### config.mk
export PLATFORM = sky130hd
export DESIGN_NAME = owik_front
export DESIGN_NICKNAME = d
export VERILOG_FILES = /design/src/rtl/owik_pkg.sv /design/src/rtl/owik_front.sv
export SDC_FILE = /design/constraint.sdc
export NUM_CORES = 2
export LEC_CHECK = 0
export BUFFER_PORTS_ARGS = -buffer_cell sky130_fd_sc_hd__buf_4
export CAP_MARGIN = 0
export CORE_MARGIN = 4
export CORE_UTILIZATION = 43
export CTS_CLUSTER_SIZE = 12
export DETAILED_ROUTE_END_ITERATION = 8
export GPL_ROUTABILITY_DRIVEN = 0
export PLACE_DENSITY = 0.67
export SLEW_MARGIN = 20
export SYNTH_ARGS = -nofsm -noshare
export SYNTH_HDL_FRONTEND = slang
export SYNTH_SLANG_ARGS = --single-unit
### constraint.sdc
create_clock -name clk -period 21.9 [get_ports clk]
set_input_delay 0 -clock clk [delete_from_list [all_inputs] [get_ports clk]]
set_output_delay 0 -clock clk [all_outputs]
set_load 0.005 [all_outputs]
### src/rtl/owik_pkg.sv
// Shared types and constants for the omni wheel inverse kinematics block.
// No dependencies.
package owik_pkg;

  localparam int VelW      = 16;
  localparam int RadW      = 16;
  localparam int LimW      = 15;
  localparam int ProdW     = 33;  // Q0.16 * Q5.10, signed
  localparam int WheelW    = 19;  // wheel sums before limiting
  localparam int MagW      = 18;  // wheel magnitude
  localparam int QuoW      = 15;  // scaled magnitude never exceeds the limit
  localparam int NumW      = MagW + LimW;
  localparam int NumLoW    = NumW - MagW;
  localparam int NumWheels = 4;
  localparam int DivSteps  = QuoW;
  localparam int FrontDepth = 4;
  localparam int PipeDepth = FrontDepth + DivSteps + 1;
  localparam int PendW     = $clog2(PipeDepth + 1);

  localparam int CfgIdxW   = 2;
  localparam int CfgDataW  = 16;

  localparam logic [CfgIdxW-1:0] CfgRadius   = 2'd0;
  localparam logic [CfgIdxW-1:0] CfgMaxSpeed = 2'd1;

  localparam logic [RadW-1:0] RadiusReset   = 16'd19661;
  localparam logic [LimW-1:0] MaxSpeedReset = 15'd14336;

  typedef struct packed {
    logic signed [VelW-1:0] vel_x;
    logic signed [VelW-1:0] vel_y;
    logic signed [VelW-1:0] yaw_rate;
  } cmd_t;

  typedef struct packed {
    logic signed [VelW-1:0] wheel_zero_speed;
    logic signed [VelW-1:0] wheel_one_speed;
    logic signed [VelW-1:0] wheel_two_speed;
    logic signed [VelW-1:0] wheel_three_speed;
    logic                   was_scaled;
  } wheel_set_t;

  // one wheel inside the restoring divider
  typedef struct packed {
    logic              neg;
    logic [VelW-1:0]   raw;     // unscaled speed, used when no limiting
    logic [MagW-1:0]   rem;
    logic [NumLoW-1:0] num_lo;  // numerator bits not yet shifted in
    logic [QuoW-1:0]   quo;
  } lane_t;

  typedef struct packed {
    lane_t [NumWheels-1:0] lane;
    logic  [MagW-1:0]      den;
    logic                  scaled;
  } div_t;

endpackage

### src/rtl/owik_front.sv
// Front pipeline: rotation product, wheel sums, peak magnitude, scale numerators.
// Four register stages; depends on owik_pkg.
module owik_front import owik_pkg::*; (
  input  logic            clk,
  input  logic            rst_n,
  input  logic [RadW-1:0] radius,
  input  logic [LimW-1:0] lim,
  input  logic            up_valid,
  input  cmd_t            up_data,
  output logic            up_stall,
  output logic            dn_valid,
  output div_t            dn_data,
  input  logic            dn_stall
);

  logic [FrontDepth-1:0] v_r;
  logic [FrontDepth-1:0] stall;

  // stage A
  logic signed [VelW-1:0]  vx_a_r, vy_a_r;
  logic signed [ProdW-1:0] prod_a_r, prod_nxt;
  // stage B
  logic signed [WheelW-1:0] w_b_r [NumWheels];
  logic signed [WheelW-1:0] w_nxt [NumWheels];
  logic signed [WheelW-1:0] rot, vx_e, vy_e;
  // stage C
  logic [MagW-1:0] mag_c_r [NumWheels];
  logic [MagW-1:0] mag_nxt [NumWheels];
  logic [WheelW-1:0] abs_w [NumWheels];
  logic [NumWheels-1:0] neg_c_r, neg_nxt;
  logic [VelW-1:0] raw_c_r [NumWheels];
  logic [MagW-1:0] big01, big23, big_nxt, big_c_r;
  logic scl_c_r, scl_nxt;
  // stage D
  div_t d_r, d_nxt;
  logic [NumW-1:0] num [NumWheels];

  always_comb begin
    stall[FrontDepth-1] = v_r[FrontDepth-1] && dn_stall;
    for (int k = FrontDepth - 2; k >= 0; k--) begin
      stall[k] = v_r[k] && stall[k+1];
    end
  end
  assign up_stall = stall[0];

  always_ff @(posedge clk) begin
    if (!rst_n) begin
      v_r <= '0;
    end else begin
      if (!stall[0]) v_r[0] <= up_valid;
      for (int k = 1; k < FrontDepth; k++) begin
        if (!stall[k]) v_r[k] <= v_r[k-1];
      end
    end
  end

  assign prod_nxt = $signed({1'b0, radius}) * up_data.yaw_rate;

  always_ff @(posedge clk) begin
    if (!stall[0]) begin
      vx_a_r   <= up_data.vel_x;
      vy_a_r   <= up_data.vel_y;
      prod_a_r <= prod_nxt;
    end
  end

  // floor shift by 14 is the upper bits of the product
  assign rot  = prod_a_r[ProdW-1:ProdW-WheelW];
  assign vx_e = WheelW'(vx_a_r);
  assign vy_e = WheelW'(vy_a_r);

  always_comb begin
    w_nxt[0] = vy_e + rot;
    w_nxt[1] = rot - vx_e;
    w_nxt[2] = rot - vy_e;
    w_nxt[3] = vx_e + rot;
  end

  always_ff @(posedge clk) begin
    if (!stall[1]) begin
      for (int i = 0; i < NumWheels; i++) w_b_r[i] <= w_nxt[i];
    end
  end

  always_comb begin
    for (int i = 0; i < NumWheels; i++) begin
      neg_nxt[i] = w_b_r[i][WheelW-1];
      abs_w[i]   = neg_nxt[i] ? WheelW'(-w_b_r[i]) : WheelW'(w_b_r[i]);
      mag_nxt[i] = abs_w[i][MagW-1:0];
    end
    big01   = (mag_nxt[0] > mag_nxt[1]) ? mag_nxt[0] : mag_nxt[1];
    big23   = (mag_nxt[2] > mag_nxt[3]) ? mag_nxt[2] : mag_nxt[3];
    big_nxt = (big01 > big23) ? big01 : big23;
    scl_nxt = big_nxt > MagW'(lim);
  end

  always_ff @(posedge clk) begin
    if (!stall[2]) begin
      for (int i = 0; i < NumWheels; i++) begin
        mag_c_r[i] <= mag_nxt[i];
        raw_c_r[i] <= w_b_r[i][VelW-1:0];
      end
      neg_c_r <= neg_nxt;
      big_c_r <= big_nxt;
      scl_c_r <= scl_nxt;
    end
  end

  // numerator |w| * limit, split into the starting remainder and bits to shift in
  always_comb begin
    d_nxt.den    = big_c_r;
    d_nxt.scaled = scl_c_r;
    for (int i = 0; i < NumWheels; i++) begin
      num[i] = NumW'(mag_c_r[i]) * NumW'(lim);
      d_nxt.lane[i].neg    = neg_c_r[i];
      d_nxt.lane[i].raw    = raw_c_r[i];
      d_nxt.lane[i].rem    = num[i][NumW-1:NumLoW];
      d_nxt.lane[i].num_lo = num[i][NumLoW-1:0];
      d_nxt.lane[i].quo    = '0;
    end
  end

  always_ff @(posedge clk) begin
    if (!stall[3]) d_r <= d_nxt;
  end

  assign dn_valid = v_r[FrontDepth-1];
  assign dn_data  = d_r;

endmodule

* Word-level counts from Yosys, hierarchy flattened
Memories as Yosys holds them, arrays and structs flattened. A register that Yosys moved wholly into a read port is not among the register bits. Index checks and enable logic that the tools add are counted.
Operators by class: $add $sub $neg 8, $mul 5, $lt $le $gt $ge 4, multiplexer cells 9, reduce and logical (&&, ||, !) cells 8
Operator list (number):
- multiplier 18 x 15 -> 33 bit | 4
- 2-to-1 mux 18 bit | 7
- negator 18 bit | 4
- > comparator 18 bit | 3
- adder 16 x 19 -> 19 bit | 2
- subtractor 19 x 16 -> 19 bit | 2
- multiplier 17 x 16 -> 33 bit | 1
- > comparator 18 x 15 -> 1 bit | 1
- logical AND 1 bit | 4
- zero test 1 bit | 4
- 2-to-1 mux 1 bit | 2
Word-level totals: register bits 247, bits in writable memories 212, input bits 83, output and inout bits 281, memories 3
Memory list:
- w_b_r | depth 4, bits a word 19, read ports 4, clocked after Yosys merged registers in 0, wr ports 4, RTL line owik_front.sv:23 | logic signed [WheelW-1:0] w_b_r [NumWheels];
- mag_c_r | depth 4, bits a word 18, read ports 4, clocked after Yosys merged registers in 0, wr ports 4, RTL line owik_front.sv:27 | logic [MagW-1:0] mag_c_r [NumWheels];
- raw_c_r | depth 4, bits a word 16, read ports 4, clocked after Yosys merged registers in 4, wr ports 4, RTL line owik_front.sv:31 | logic [VelW-1:0] raw_c_r [NumWheels];

* Logic depth before layout (Yosys ltp)
An unclocked memory read counts as a cell.
depth after elaboration 8, gate-level depth with buffers 41, depth with buffers taken out 38

* Worst setup path before layout
Ideal clock, no wire load.
path kind register to register, from memory w_b_r[0][3], to register scl_c_r, data pin, arrival 7.808 ns, data required time 21.628 ns, setup slack 13.820 ns, stages on the path, launching flop included 36, path buffers 2, period minus slack after synthesis 8.080 ns, cells stage by stage edfxtp_1 -> or4_1 -> or3_4 -> or4_1 -> o31ai_1 -> xor2_1 -> inv_1 -> ha_1 -> and3_1 -> nand3_1 -> or4_1 -> nor4_2 -> a21oi_2 -> buf_2 -> mux2_2 -> ha_1 -> nand4_1 -> o211ai_1 -> a21oi_1 -> o21ai_0 -> a21oi_1 -> a211oi_1 -> clkbuf_1 -> nand2_1 -> o21ai_0 -> ha_1 -> a21o_1 -> a21o_1 -> a21o_1 -> a21o_1 -> a21oi_1 -> nor2b_1 -> o21ai_0 -> a21oi_1 -> o221ai_1 -> or4b_1
RTL lines:
- start, declared | RTL line owik_front.sv:23
- end signal, assigned | RTL line owik_front.sv:105 | scl_c_r <= scl_nxt;
- end, declared | RTL line owik_front.sv:33 | logic scl_c_r, scl_nxt;

==> results by group <==
Run status
  • Status: finished clean

Critical path
  • Crit-path slowest cell: a21oi_2
  • Reg2reg path depth: 36
  • Critical Path RT: 22320 ps
  • CP Capture Type: register
  • Critical path startpoint: w_b_r[2][0]$_DFFE_PN_
  • CP Launch Type: register
  • Critical Path Most Common Cell: a21oi_1
  • Largest delay contributor family on the critical path: compound AO/OA/AOI/OAI gates
  • Stages on worst setup path: 36
  • CP max FO: 16
  • Crit path buffers/inverters: 1
  • Slowest Stage Delay on Critical Path: 720 ps
  • Critical path class: reg2reg
  • Reg-to-reg startpoint: w_b_r[2][0]$_DFFE_PN_
  • Critical Path AT: 8900 ps
  • R2r setup slk: 13420 ps

Final layout
  • Finished Layout Cells: 8424
  • Share of post-route cells with drive strength above 1: 6.841%
  • Fin nets: 8198
  • Synthesis-to-layout area growth: 9.615%
  • Commonest non-fill, non-tap cell in the layout: inv_1
  • Most frequent cells in the layout: 1135 x inv_1, 1021 x fa_1, 898 x nand2_1

Die
  • Core Area: 147800 um^2
  • Row Count: 141
  • I/O pins: around 360
  • Die X: 393.8 um
  • Initial Utilization: 43.30%
  • Die area: 155100 um^2
  • Die Y: 393.8 um

Logic synthesis
  • Dominant cell type by area after synthesis: fa_1
  • Area share of the largest cell type after synthesis: between 30% and 40%
  • Async S/R FF share, synth: 0%
  • Mean post-synth cell area: 10.21 um^2
  • YS warnings: 0
  • Mapped cell area: 64010 um^2
  • Gate Count Post-Synth: 6271
  • Top_reg_cell synth: edfxtp_1
  • Largest cells by area after synthesis: fa_1 32%, edfxtp_1 23%, ha_1 13%, inv_1 6.7%, nand2_1 5.3%
  • EDFF count, synth: approximately 490
  • Seq cells post-synth: 497
  • Unique masters post-synth: 76
  • Register area share after synthesis: between 20% and 30%

Timing
  • Setup ws final: roughly 13000 ps
  • Slew headroom: between 20% and 30%
  • Slew Viols, Final: 0
  • Layout Skew: 31.51 ps
  • Final Hold Fails: 0
  • Sum Neg Setup Slack: 0 ps
  • Worst slew pin tran: 1062 ps
  • Tcrit/Tclk final: between 30 and 40%
  • Fin crit period: between 8000 and 9000 ps
  • Max frequency: 117.9 MHz
  • RSZ-0062 raised after global routing: no
  • Final setup viols: 0
  • Hold_ws: 39.17 ps

Place
  • Final HPWL DP: ~130 mm
  • Worst slack, placed: 13500 ps
  • DP Cell Count: 8260
  • PortBufs: 303

Route
  • 1st-pass router iterations: 5
  • Routed len/inst: slightly below 20 um
  • Vias/cell: between 5 and 6
  • ANT nets after route: 0
  • Residual DRC: 0
  • WL final: between 150 and 200 mm
  • Vias: 44.49k
  • Initial drt markers: 2950

Clock tree
  • CTS Root Cell: clkbuf_16
  • Setup Fix Bufs, Post-CTS: 0
  • CTS Buf Count: 60
  • Worst-Skew Late Latency: 710 ps
  • Post-CTS sizing: 0
  • Hold-fix buffers, CTS: between 50 and 60
  • CTS HTree Levels: 2
  • CTS sink count: 497
  • CTS tree: done
  • Clock Path Buffers: 3
  • Worst-path clk slew: 60 ps

Flow run
  • Max-cap violations: 0

Hold path
  • Hold path start: up_data[36]
  • Hold WC Path Type: in2reg
  • Worst Hold Path Cells: 2

Global routing
  • Busiest grt layer: met2
  • Met3 GRT Util: 3.730%
  • Vias in the first global route: between 40k and 50k
  • Overflow after GRT: 0
  • First-pass GRT wire length: 261.3 mm
  • Initial antenna violation count: 14
  • Grt met1 use: between 20 and 30%
  • Tot GR Track Use: 21.30%
  • Met2 track demand over resource: 36.13%
  • Largest net degree at the start of global routing: 92
[cell families after synthesis]
logic type | Yosys count | synth area share [%]
DFF | 497 | 23.25
xor gates and xnor gates | 257 | 3.550
muxes | 25 | 0.4183
other | 1 | 0.005859
buffers and inverters | 1447 | 8.867
adders and majority gates | 1668 | 44.58
AOI/OAI and AO/OA | 570 | 5.763
and+or+nand+nor | 1806 | 13.56
[cell usage after synthesis (16+ instances only)]
cell type	instances
fa_1	1021
nand3_1	35
and3_1	16
o21a_1	27
xor2_1	86
a211oi_1	24
nand4_1	16
a21oi_1	164
nor3_1	52
inv_1	1136
buf_4	64
ha_1	647
xnor2_1	169
a21o_1	58
and2_1	503
clkbuf_1	241
edfxtp_1	493
nand2_1	900
o21ai_0	126
nor2b_1	42
o31ai_1	20
o21bai_1	25
nor2_1	128
nand2b_1	47
[per-layer routing]
layer	vias up	wire length, um
met5	-	17
met2	1499	79230
met4	2	7321
li1	19960	-
met1	22730	65670
met3	297	11200
[layout make-up]
type                    instances  area (um^2)
fillers                     13660        77680
diodes                          4        10.01
repair buffers                366         2885
flip-flops and latches        497        14880
clock inverters                37        459.2
multi-input cells            4386        43710
inverters                    1136         4269
well taps                    1930         2415
clock buffers                  68         1531
[stage by stage]
step / instance area (um^2) / utilization [%]
after CTS: 70150 / 47.45
after global placement: 67610 / 45.73
final: 70160 / 47.46
after detailed placement: 67610 / 45.73
after global routing: 70150 / 47.45
after floorplan: 64230 / -
[path summary, 6_finish.rpt]
check                               end
setup / recovery      scl_c_r$_DFFE_PN_
hold / removal      vx_a_r[4]$_DFFE_PN_
setup reg to reg      scl_c_r$_DFFE_PN_
hold reg to reg   dn_data[76]$_DFFE_PN_
[state kept, by name (all words and copies together) (netlist names), 16 cells and up]
| register | cells |
|---|---|
| vx_a_r | 16 |
| prod_a_r | 19 |
| raw_c_r | 62 |
| mag_c_r | 68 |
| big_c_r | 18 |
| vy_a_r | 16 |
| w_b_r | 74 |
| dn_data | 215 |
Power is left out: the tool's default activity adds up to more than one toggle a clock period on the data nets, which glitch-free logic cannot reach.
