## src/rtl/owik_pkg.sv

```systemverilog
// Shared types and constants for the omni wheel inverse kinematics block.
// No dependencies.
package owik_pkg;

  localparam int VelW      = 16;
  localparam int RadW      = 16;
  localparam int LimW      = 15;
  localparam int ProdW     = 33;  // Q0.16 * Q5.10, signed
  localparam int WheelW    = 19;  // wheel sums before limiting
  localparam int MagW      = 18;  // wheel magnitude
  localparam int QuoW      = 15;  // scaled magnitude never exceeds the limit
  localparam int NumW      = MagW + LimW;
  localparam int NumLoW    = NumW - MagW;
  localparam int NumWheels = 4;
  localparam int DivSteps  = QuoW;
  localparam int FrontDepth = 4;
  localparam int PipeDepth = FrontDepth + DivSteps + 1;
  localparam int PendW     = $clog2(PipeDepth + 1);

  localparam int CfgIdxW   = 2;
  localparam int CfgDataW  = 16;

  localparam logic [CfgIdxW-1:0] CfgRadius   = 2'd0;
  localparam logic [CfgIdxW-1:0] CfgMaxSpeed = 2'd1;

  localparam logic [RadW-1:0] RadiusReset   = 16'd19661;
  localparam logic [LimW-1:0] MaxSpeedReset = 15'd14336;

  typedef struct packed {
    logic signed [VelW-1:0] vel_x;
    logic signed [VelW-1:0] vel_y;
    logic signed [VelW-1:0] yaw_rate;
  } cmd_t;

  typedef struct packed {
    logic signed [VelW-1:0] wheel_zero_speed;
    logic signed [VelW-1:0] wheel_one_speed;
    logic signed [VelW-1:0] wheel_two_speed;
    logic signed [VelW-1:0] wheel_three_speed;
    logic                   was_scaled;
  } wheel_set_t;

  // one wheel inside the restoring divider
  typedef struct packed {
    logic              neg;
    logic [VelW-1:0]   raw;     // unscaled speed, used when no limiting
    logic [MagW-1:0]   rem;
    logic [NumLoW-1:0] num_lo;  // numerator bits not yet shifted in
    logic [QuoW-1:0]   quo;
  } lane_t;

  typedef struct packed {
    lane_t [NumWheels-1:0] lane;
    logic  [MagW-1:0]      den;
    logic                  scaled;
  } div_t;

endpackage

```

## src/rtl/owik_div_step.sv

```systemverilog
// One restoring-division step for all four wheels, one quotient bit each.
// Depends on owik_pkg.
module owik_div_step import owik_pkg::*; (
  input  logic clk,
  input  logic rst_n,
  input  logic up_valid,
  input  div_t up_data,
  output logic up_stall,
  output logic dn_valid,
  input  logic dn_stall,
  output div_t dn_data
);

  logic v_r;
  div_t d_r, d_nxt;
  logic [MagW:0] trial [NumWheels];
  logic [MagW:0] diff  [NumWheels];
  logic [NumWheels-1:0] fits;

  assign up_stall = v_r && dn_stall;

  always_comb begin
    d_nxt = up_data;
    for (int i = 0; i < NumWheels; i++) begin
      trial[i] = {up_data.lane[i].rem, up_data.lane[i].num_lo[NumLoW-1]};
      diff[i]  = trial[i] - {1'b0, up_data.den};
      fits[i]  = trial[i] >= {1'b0, up_data.den};
      d_nxt.lane[i].rem    = fits[i] ? diff[i][MagW-1:0] : trial[i][MagW-1:0];
      d_nxt.lane[i].num_lo = {up_data.lane[i].num_lo[NumLoW-2:0], 1'b0};
      d_nxt.lane[i].quo    = {up_data.lane[i].quo[QuoW-2:0], fits[i]};
    end
  end

  always_ff @(posedge clk) begin
    if (!rst_n) begin
      v_r <= 1'b0;
    end else if (!up_stall) begin
      v_r <= up_valid;
    end
  end

  always_ff @(posedge clk) begin
    if (!up_stall) d_r <= d_nxt;
  end

  assign dn_valid = v_r;
  assign dn_data  = d_r;

endmodule

```

## config.mk

```make
export PLATFORM = sky130hd
export DESIGN_NAME = owik_div_step
export DESIGN_NICKNAME = d
export VERILOG_FILES = /design/src/rtl/owik_pkg.sv /design/src/rtl/owik_div_step.sv
export SDC_FILE = /design/constraint.sdc
export NUM_CORES = 1
export LEC_CHECK = 0
export ABC_AREA = 1
export BUFFER_PORTS_ARGS = -buffer_cell sky130_fd_sc_hd__buf_2
export CORE_AREA = 2 2 222 224
export CTS_CLUSTER_DIAMETER = 80
export CTS_CLUSTER_SIZE = 20
export DETAILED_ROUTE_END_ITERATION = 10
export DIE_AREA = 0 0 224 226
export GPL_ROUTABILITY_DRIVEN = 1
export SLEW_MARGIN = 10
export SYNTH_ARGS = -nofsm -noshare
export SYNTH_HDL_FRONTEND = slang
export SYNTH_SLANG_ARGS = --single-unit
```

## constraint.sdc

```tcl
create_clock -name clk -period 14.5 [get_ports clk]
set_input_delay 2.9 -clock clk [delete_from_list [all_inputs] [get_ports clk]]
set_output_delay 2.9 -clock clk [all_outputs]
set_load 0.01 [all_outputs]
```

=== Word level (Yosys, flattened, before mapping) ===
Index checks and enable logic that the tools add are counted.

* Bits in registers: 276
* Logic and storage cells: 36
* Output and inout port bits: 281
* Input port bits: 283

* Reductions and logical operators: 1
* Magnitude comparators: 4
* Mux-type cells: 4
* Add/sub/neg operators: 4

{| class="wikitable"
|+ Operators with widths
! kind !! number
|-
| $ge A19 B18 Y1 || 4
|-
| $mux W18 || 4
|-
| $sub A18 B18 Y18 || 4
|-
| $logic_and A1 B1 Y1 || 1
|}

=== Depth between registers and ports, before layout ===
Gate-level depths: netlist of run 1.

* Depth in word-level cells: 2
* Mapped depth: 14
* Gate-level depth less buffers: 14

=== Worst setup path before layout of run 1 ===
No wires, ideal clock.

* Kind: input port to output port
* Start point: input dn_stall
* End point: output up_stall
* Required time: 11.600 ns
* Path slack: 2.129 ns
* Stages on the path: 2
* Arrival: 9.471 ns
* Path buffers: 0
* Path through: nand2_1 inv_1

* Word-level cells in the longest chain between the ends: 1

{| class="wikitable"
|+ RTL lines
! what !! RTL line !! text
|-
| start: declaration || owik_div_step.sv:10 || <nowiki>input logic dn_stall,</nowiki>
|-
| $logic_and A1 B1 Y1 || owik_div_step.sv:20 || <nowiki>assign up_stall = v_r && dn_stall;</nowiki>
|-
| end: declaration || owik_div_step.sv:8 || <nowiki>output logic up_stall,</nowiki>
|}

No other way between the ends.

=== Worst setup path after layout of run 1 ===
Ends and elaborated chain as after synthesis.

==> flow_summary.yaml, run 1 <==
timing:
  hold_violations: 0
  timing.final.crit_share: 0.445
  slew_viol_final: 0
  worstMarginPinSlew_ns: 1.04
  fin_crit_ns: 6.45
  final.setup.tns_ns: 0
  holdWs_ns: 0.856
  setup_violations: 0
  grt_setup_unrepaired: "false"
  clock_skew_ns: 0.0296
  relSlewSlack: 0.300
  max_freq_ghz: 0.155
  worst_slack_ns: 8.05
die:
  start_util: 0.290
  design.die.area_mm2: 0.0506
  ioPinCount: 564
  core-area_mm2: 0.0483
  die_y_um: 226
  die_x_um: 224
  placementRows: 81
global_route:
  grt_pass1_wl_mm: 77.8
  grt_pass1_vias: 11800
  grt_max_degree: 76
  antenna_found_initial: 52
  grt-ovfl-total: 0
  grt_use_total: 0.215
clock_tree:
  clock_path_buffers: 3
  cts_resized: 0
  cts_root_buf: "clkbuf_16"
  cts.sinks: 276
  clk_pin_slew_worst_paths_ns: 0.09
  hold_buffers: 0
  htree_levels: 1
  cts_made_buffers: 23
  cts_tree: "yes"
  clk_latency_ns: 0.55
  cts_setup_buffers: 0
worst_setup_path:
  r2r_slack_ns: 11.73
  cp_slowest_cell: "nand2_4"
  slowest_delay_ns: 0.28
  crit_type: "in2out"
  cp-endpoint: "up_stall"
  cp_top_family: "buffers and inverters"
  worst_setup_path_start_kind: "primary input"
  cp.buffers_inverters: 3
  r2r-end: "dn_data[181]$_DFFE_PN_"
  cp_common_cell: "buf_2"
  crit_required_ns: 11.60
  path_depth: 4
  path_cells: "buf_2 -> nand2_4 -> inv_1 -> buf_2"
  arrival_ns: 3.55
  crit_start: "dn_stall"
  worst_r2r_startpoint: "dn_valid$_SDFFE_PN0N_"
  ff2ff_path_depth: 3
  cp_max_fo: 27
  setup.worst_path.end_class: "output pin"
layout:
  drive_gt1_frac: 0.331
  instances_no_fill: 2608
  syn2layout_area_growth_pct: 30.6
  postLayoutCoreUtil: 0.378
  n_fill_cell: 4966
  layout.nets: 2318
  mostFrequentLayoutCells: "555 x buf_2, 449 x nand2_1, 275 x edfxtp_1"
  layout_commonest_cell: "buf_2"
routing:
  drt-initial-drc-count: 823
  vias: 12200
  drt-pass1-iter-count: 5
  routed_wl_mm: 56.7
  drc: 0
  vias_per_cell: 4.67
  final_antenna_net_count: 0
  wl_per_cell_um: 21.7
logic_synthesis:
  synthFlopType: "edfxtp_1"
  yosys_warnings: 0
  synthCells: 1388
  ys_async_sr_fraction: 0
  synth.distinct_cells: 37
  ys_ff_latch: 276
  syn-cell-area_mm2: 0.0140
  synth_edf_count: 275
  avgSynthCellArea_um2: 10.1
  synth_seq_area_share: 0.591
hold_path:
  worstHoldStart: "dn_valid$_SDFFE_PN0N_"
  hold_class: "reg2reg"
placement:
  hpwl_mm: 46.7
  dp.cells: 2556
  gp_congestion: 0.889
  preCtsSetupSlack_ns: 8.03
  port_buffers: 555
power_and_ir_drop:
  max-vdd-ir-drop_uv: 72.3
  power.density_mw_per_mm2: 116
  p_leak_nw: 8.96
outcome:
  outcome: "finished, final reports clean"
flow_run:
  max_cap_violations: 0
-- sequential cells by signal (all words and copies together) (netlist names) --
signal and count:
dn_data 275, dn_valid 1
-- power breakdown --
part | internal (mW) | switching [mW]
clock | 0.343 | 0.325
combinational | 0.165 | 0.286
sequential | 0.973 | 0.0273
-- worst min-delay path by stage --
stage               slack, ns  depth (start not counted)                endpoint
finish                   0.86                          1   dn_data[92]$_DFFE_PN_
global route             0.92                          1  dn_data[148]$_DFFE_PN_
floorplan                3.00                          0    dn_data[0]$_DFFE_PN_
CTS                      0.87                          1  dn_data[148]$_DFFE_PN_
detailed placement       0.85                          1  dn_data[148]$_DFFE_PN_
global placement         0.83                          1  dn_data[207]$_DFFE_PN_
-- cell type report --
cell class | count | area (um^2) | area share
antenna | 14 | 35.0 | 0.00191
clock inverter | 13 | 195 | 0.0107
inverter | 175 | 657 | 0.0359
tap | 622 | 778 | 0.0425
sequential | 276 | 8280 | 0.452
multi-input combinational | 924 | 4960 | 0.271
clock buffer | 25 | 583 | 0.0319
timing repair buffer | 559 | 2810 | 0.153
-- logic make-up after synthesis --
family / share of synthesized area
compound gates: 0.0336
xor+xnor: 0.0200
other cells: 0.000268
simple gates: 0.229
buf+inv: 0.0566
fa+ha+maj: 0.0700
flops: 0.591
-- per-stage QoR --
step                instance area (um^2)  power (mW)
global route                       18300        2.22
global placement                   17500        1.47
finish                             18300        2.12
detailed placement                 17500        1.47
CTS                                18300        2.15
floorplan                          14000        1.27
-- per-layer routing --
layer  part of all wire  track usage
met3              0.068       0.0497
met4              0.038       0.0789
met1               0.40        0.256
met5             0.0014            0
met2               0.49        0.377
-- cell usage after synthesis (4+ instances only) --
| library cell | count | area (um^2) |
|---|---|---|
| xor2_1 | 30 | 263 |
| buf_4 | 4 | 30.0 |
| a21oi_2 | 6 | 52.6 |
| nor2_2 | 5 | 31.3 |
| o21ai_0 | 8 | 40.0 |
| nand3_1 | 113 | 566 |
| fa_1 | 4 | 80.1 |
| nand2_1 | 450 | 1690 |
| edfxtp_1 | 275 | 8260 |
| inv_1 | 171 | 642 |
| nor3_1 | 13 | 65.1 |
| or2_2 | 6 | 37.5 |
| ha_1 | 72 | 901 |
| nand4_1 | 6 | 37.5 |
| nand3b_1 | 30 | 225 |
| a21oi_1 | 33 | 165 |
| nor2_1 | 94 | 353 |
| buf_2 | 6 | 30.0 |
| buf_6 | 5 | 56.3 |
| o21ai_2 | 19 | 166 |
| o21bai_1 | 4 | 30.0 |
| nand2_2 | 10 | 62.6 |
No activity file was read; power rests on OpenSTA's default activity.
==> run 2: changes to the inputs <==
- CORE_AREA: 2 2 222 224 -> 2 2 217 219
- DIE_AREA: 0 0 224 226 -> 0 0 219 221
- clock period: 14.5 -> 5.75 ns (I/O delays scaled with it)
==> flow_summary.yaml, run 2 (same netlist as run 1, synthesis figures left out) <==
outcome:
  outcome: "finished, final reports clean"
clock_tree:
  clock_path_buffers: 3
  cts_tree: "yes"
  clk_latency_ns: 0.56
  clk_pin_slew_worst_paths_ns: 0.08
  hold_buffers: 0
  cts_resized: 0
  cts.sinks: 276
  htree_levels: 1
  cts_root_buf: "clkbuf_16"
  cts_made_buffers: 24
  cts_setup_buffers: 0
hold_path:
  hold_class: "in2reg"
  worstHoldStart: "up_data[76]"
die:
  ioPinCount: 564
  die_y_um: 221
  design.die.area_mm2: 0.0484
  placementRows: 79
  die_x_um: 219
  start_util: 0.304
  core-area_mm2: 0.0461
placement:
  hpwl_mm: 47.5
  port_buffers: 555
  gp_congestion: 0.931
worst_setup_path:
  setup.worst_path.end_class: "flip-flop"
  path_cells: "buf_2 -> inv_1 -> ha_1 -> nand2_1 -> nand2_1 -> nand2_1 -> nand2_1 -> a21oi_1 -> nand4_1 -> nand3_1 -> nand2_1"
  slowest_delay_ns: 0.82
  arrival_ns: 3.84
  cp.buffers_inverters: 2
  crit_required_ns: 6.05
  cp_common_cell: "nand2_1"
  worst_r2r_startpoint: "dn_valid$_SDFFE_PN0N_"
  cp_max_fo: 20
  worst_setup_path_start_kind: "primary input"
  crit_start: "up_data[17]"
  cp_slowest_cell: "nand4_1"
  crit_type: "in2reg"
  cp_top_family: "simple AND/OR/NAND/NOR gates"
routing:
  drt-pass1-iter-count: 5
  vias: 12100
  vias_per_cell: 4.67
  wl_per_cell_um: 22.2
  routed_wl_mm: 57.5
  drt-initial-drc-count: 677
  drc: 0
  final_antenna_net_count: 0
timing:
  hold_violations: 0
  final.setup.tns_ns: 0
  worstMarginPinSlew_ns: 1.04
  grt_setup_unrepaired: "false"
  holdWs_ns: 0.758
  max_freq_ghz: 0.282
  relSlewSlack: 0.307
  clock_skew_ns: 0.0194
  slew_viol_final: 0
  setup_violations: 0
  timing.final.crit_share: 0.616
  fin_crit_ns: 3.54
layout:
  postLayoutCoreUtil: 0.398
  syn2layout_area_growth_pct: 30.7
  largest_reg_flops: 275
  layout.nets: 2319
  layout_commonest_cell: "buf_2"
  mostFrequentLayoutCells: "555 x buf_2, 449 x nand2_1, 275 x edfxtp_1"
  drive_gt1_frac: 0.333
flow_run:
  max_cap_violations: 0
global_route:
  grt_use_total: 0.232
  antenna_found_initial: 31
  grt-ovfl-total: 0
  grt_pass1_wl_mm: 80.8
  grt_pass1_vias: 11900
  grt_max_degree: 102
power_and_ir_drop:
  power.density_mw_per_mm2: 294
  p_leak_nw: 8.97
  max-vdd-ir-drop_uv: 206
[run 2: changes by cell type in the layout (fill, tap and decap cells not counted)]
cell	previous run	this run
clkinv_2	0	2
nand2_4	3	2
inv_12	3	2
inv_16	1	0
diode_2	14	9
clkinv_8	1	5
clkbuf_16	23	25
clkinvlp_4	0	1
nand2_8	0	1
bufinv_16	2	0
clkinv_1	2	1
inv_6	3	4
[run 2: metal layers]
layer / global-route usage / vias to the layer above / part of all wire
met5: 0 / - / 0.00024
met4: 0.0554 / 2 / 0.019
met3: 0.0467 / 88 / 0.068
met2: 0.409 / 450 / 0.50
met1: 0.290 / 5786 / 0.41
li1: - / 5794 / -
[run 2: layout make-up]
cell class                 count  area, um^2
timing repair buffer         559        2810
antenna                        9        22.5
clock inverter                16         186
clock buffer                  27         633
multi-input combinational    924        4970
inverter                     175         657
fill                        4725       27700
tap                          607         759
sequential                   276        8280
[run 2: final timing paths]
| kind | to | slack [ns] | depth (start not counted) |
|---|---|---|---|
| max | dn_data[131]$_DFFE_PN_ | 2.21 | 11 |
| min | dn_data[76]$_DFFE_PN_ | 0.76 | 1 |
| max reg2reg | dn_data[30]$_DFFE_PN_ | 3.34 | 2 |
| min reg2reg | dn_data[42]$_DFFE_PN_ | 1.24 | 1 |
[run 2: through the flow]
stage	cells	worst slack, ns	area, um^2	total power [mW]
floorplan	1391	1.26	14000	3.20
global placement	2541	1.61	17500	3.72
detailed placement	2541	1.63	17500	3.72
CTS	2584	2.24	18300	5.45
global route	2591	1.97	18300	5.65
finish	2593	2.21	18300	5.38
[run 2: report_power, final]
| group | internal [mW] | total (mW) | leakage (nW) | switching [mW] |
|---|---|---|---|---|
| logic | 0.416 | 1.14 | 5.71 | 0.727 |
| registers | 2.46 | 2.53 | 2.86 | 0.0769 |
| clock network | 0.845 | 1.71 | 0.396 | 0.861 |
==> run 3: changes to the inputs <==
- clock period: 5.75 -> 2.9 ns (I/O delays scaled with it)
==> flow_summary.yaml, run 3 (same netlist as run 1, synthesis figures left out) <==
timing:
  timing.final.crit_share: 0.840
  slew_viol_final: 0
  worst_slack_ns: 0.464
  holdWs_ns: 0.198
  final.setup.tns_ns: 0
  hold_violations: 0
  worstMarginPinSlew_ns: 0.973
  setup_violations: 0
  fin_crit_ns: 2.44
  grt_setup_unrepaired: "false"
  max_freq_ghz: 0.411
  clock_skew_ns: 0.0126
  relSlewSlack: 0.343
routing:
  vias: 12100
  drt-initial-drc-count: 631
  drt-pass1-iter-count: 5
  final_antenna_net_count: 0
  wl_per_cell_um: 21.7
  vias_per_cell: 4.63
  drc: 0
  routed_wl_mm: 56.9
worst_setup_path:
  crit_required_ns: 3.30
  worst_setup_path_start_kind: "primary input"
  arrival_ns: 2.83
  cp_max_fo: 10
  crit_start: "up_data[10]"
  crit_type: "in2reg"
  setup.worst_path.end_class: "flip-flop"
  worst_r2r_startpoint: "dn_valid$_SDFFE_PN0N_"
die:
  die_y_um: 221
  die_x_um: 219
  start_util: 0.304
  ioPinCount: 564
  core-area_mm2: 0.0461
  placementRows: 79
  design.die.area_mm2: 0.0484
outcome:
  outcome: "finished, final reports clean"
global_route:
  grt_pass1_vias: 12100
  gr-usage-met3: 0.0388
  grt_max_degree: 80
  antenna_found_initial: 19
  grt_busiest_layer: "met2"
  grt_pass1_wl_mm: 80.4
  grt_use_total: 0.229
  grtUsageMet1: 0.288
  grt_util_met2: 0.410
  grt-ovfl-total: 0
power_and_ir_drop:
  max-vdd-ir-drop_uv: 388
  p_comb_frac: 0.212
  power.density_mw_per_mm2: 585
  clkPwrFrac: 0.325
  switchingPower_mw: 3.34
  pwr-share-seq: 0.462
  intPower_mw: 7.53
  p_leak_nw: 9.12
  swShare: 0.308
clock_tree:
  cts_resized: 0
  clk_pin_slew_worst_paths_ns: 0.09
  cts_root_buf: "clkbuf_16"
  htree_levels: 1
  clock_path_buffers: 3
  hold_buffers: 0
  cts_made_buffers: 25
  clk_latency_ns: 0.54
  cts_tree: "yes"
  cts.sinks: 276
  cts_setup_buffers: 0
placement:
  hpwl_mm: 47.9
  port_buffers: 555
  gp_congestion: 0.953
  preCtsSetupSlack_ns: 0.0264
layout:
  layout_commonest_cell: "buf_2"
  postLayoutCoreUtil: 0.404
  largest_reg_flops: 275
  syn2layout_area_growth_pct: 32.7
  regArea_mm2: 0.00828
  n_fill_cell: 4636
  layout.nets: 2344
  multi_input_area_mm2: 0.00497
  mostFrequentLayoutCells: "555 x buf_2, 449 x nand2_1, 275 x edfxtp_1"
  drive_gt1_frac: 0.341
hold_path:
  worstHoldStart: "up_data[23]"
  hold_class: "in2reg"
flow_run:
  max_cap_violations: 0
==> run 3: cell types whose count changed in the layout (fill, tap and decap cells not counted), moves of 4 or more <==
cell      change
buf_4        +20
buf_12        +4
clkinv_8      -4
diode_2       +4
==> run 3: per-stage QoR <==
step           total power, mW  cell area [um^2]  instances
2_1_floorplan             6.33             14000       1391
3_3_place_gp              7.42             17700       2565
3_5_place_dp              7.44             17700       2565
4_1_cts                   11.0             18600       2608
5_1_grt                   11.4             18600       2616
6_report                  10.9             18600       2621
==> run 3: layer usage <==
| layer | vias up | share of wire |
|---|---|---|
| li1 | 5839 | - |
| met1 | 5809 | 0.42 |
| met2 | 429 | 0.51 |
| met3 | 53 | 0.060 |
| met4 | 2 | 0.015 |
| met5 | - | 0.00023 |
==> run 3: critical path, stage by stage <==
cell and delay [ns]:
buf_2 0.11, inv_1 0.35, ha_1 0.37, nand2_1 0.15
nor2_1 0.08, nand2_1 0.08, inv_1 0.07, a21oi_1 0.72
nand3_1 0.20, nand2_1 0.12
==> run 3: worst paths after layout <==
path	end	slack, ns	cells past startpoint
setup / recovery	dn_data[181]$_DFFE_PN_	0.46	10
hold / removal	dn_data[24]$_DFFE_PN_	0.20	1
setup reg to reg	dn_data[181]$_DFFE_PN_	1.30	2
hold reg to reg	dn_data[85]$_DFFE_PN_	0.86	1
==> run 3: power groups by stage <==
stage | clock, mW | sequential (mW) | combinational (mW)
final | 3.53 | 5.03 | 2.31
after CTS | 3.64 | 5.04 | 2.32
after global placement | 0 | 5.12 | 2.30
after detailed placement | 0 | 5.12 | 2.31
after global routing | 3.77 | 5.06 | 2.56
after floorplan | 0 | 5.29 | 1.05
==> run 3: area by class of cell <==
type / instances / area share
diodes: 13 / 0.00175
clock buffers: 27 / 0.0340
clock inverters: 16 / 0.0121
inverters: 175 / 0.0353
multi-input cells: 924 / 0.267
flip-flops and latches: 276 / 0.445
well taps: 607 / 0.0408
repair buffers: 583 / 0.163
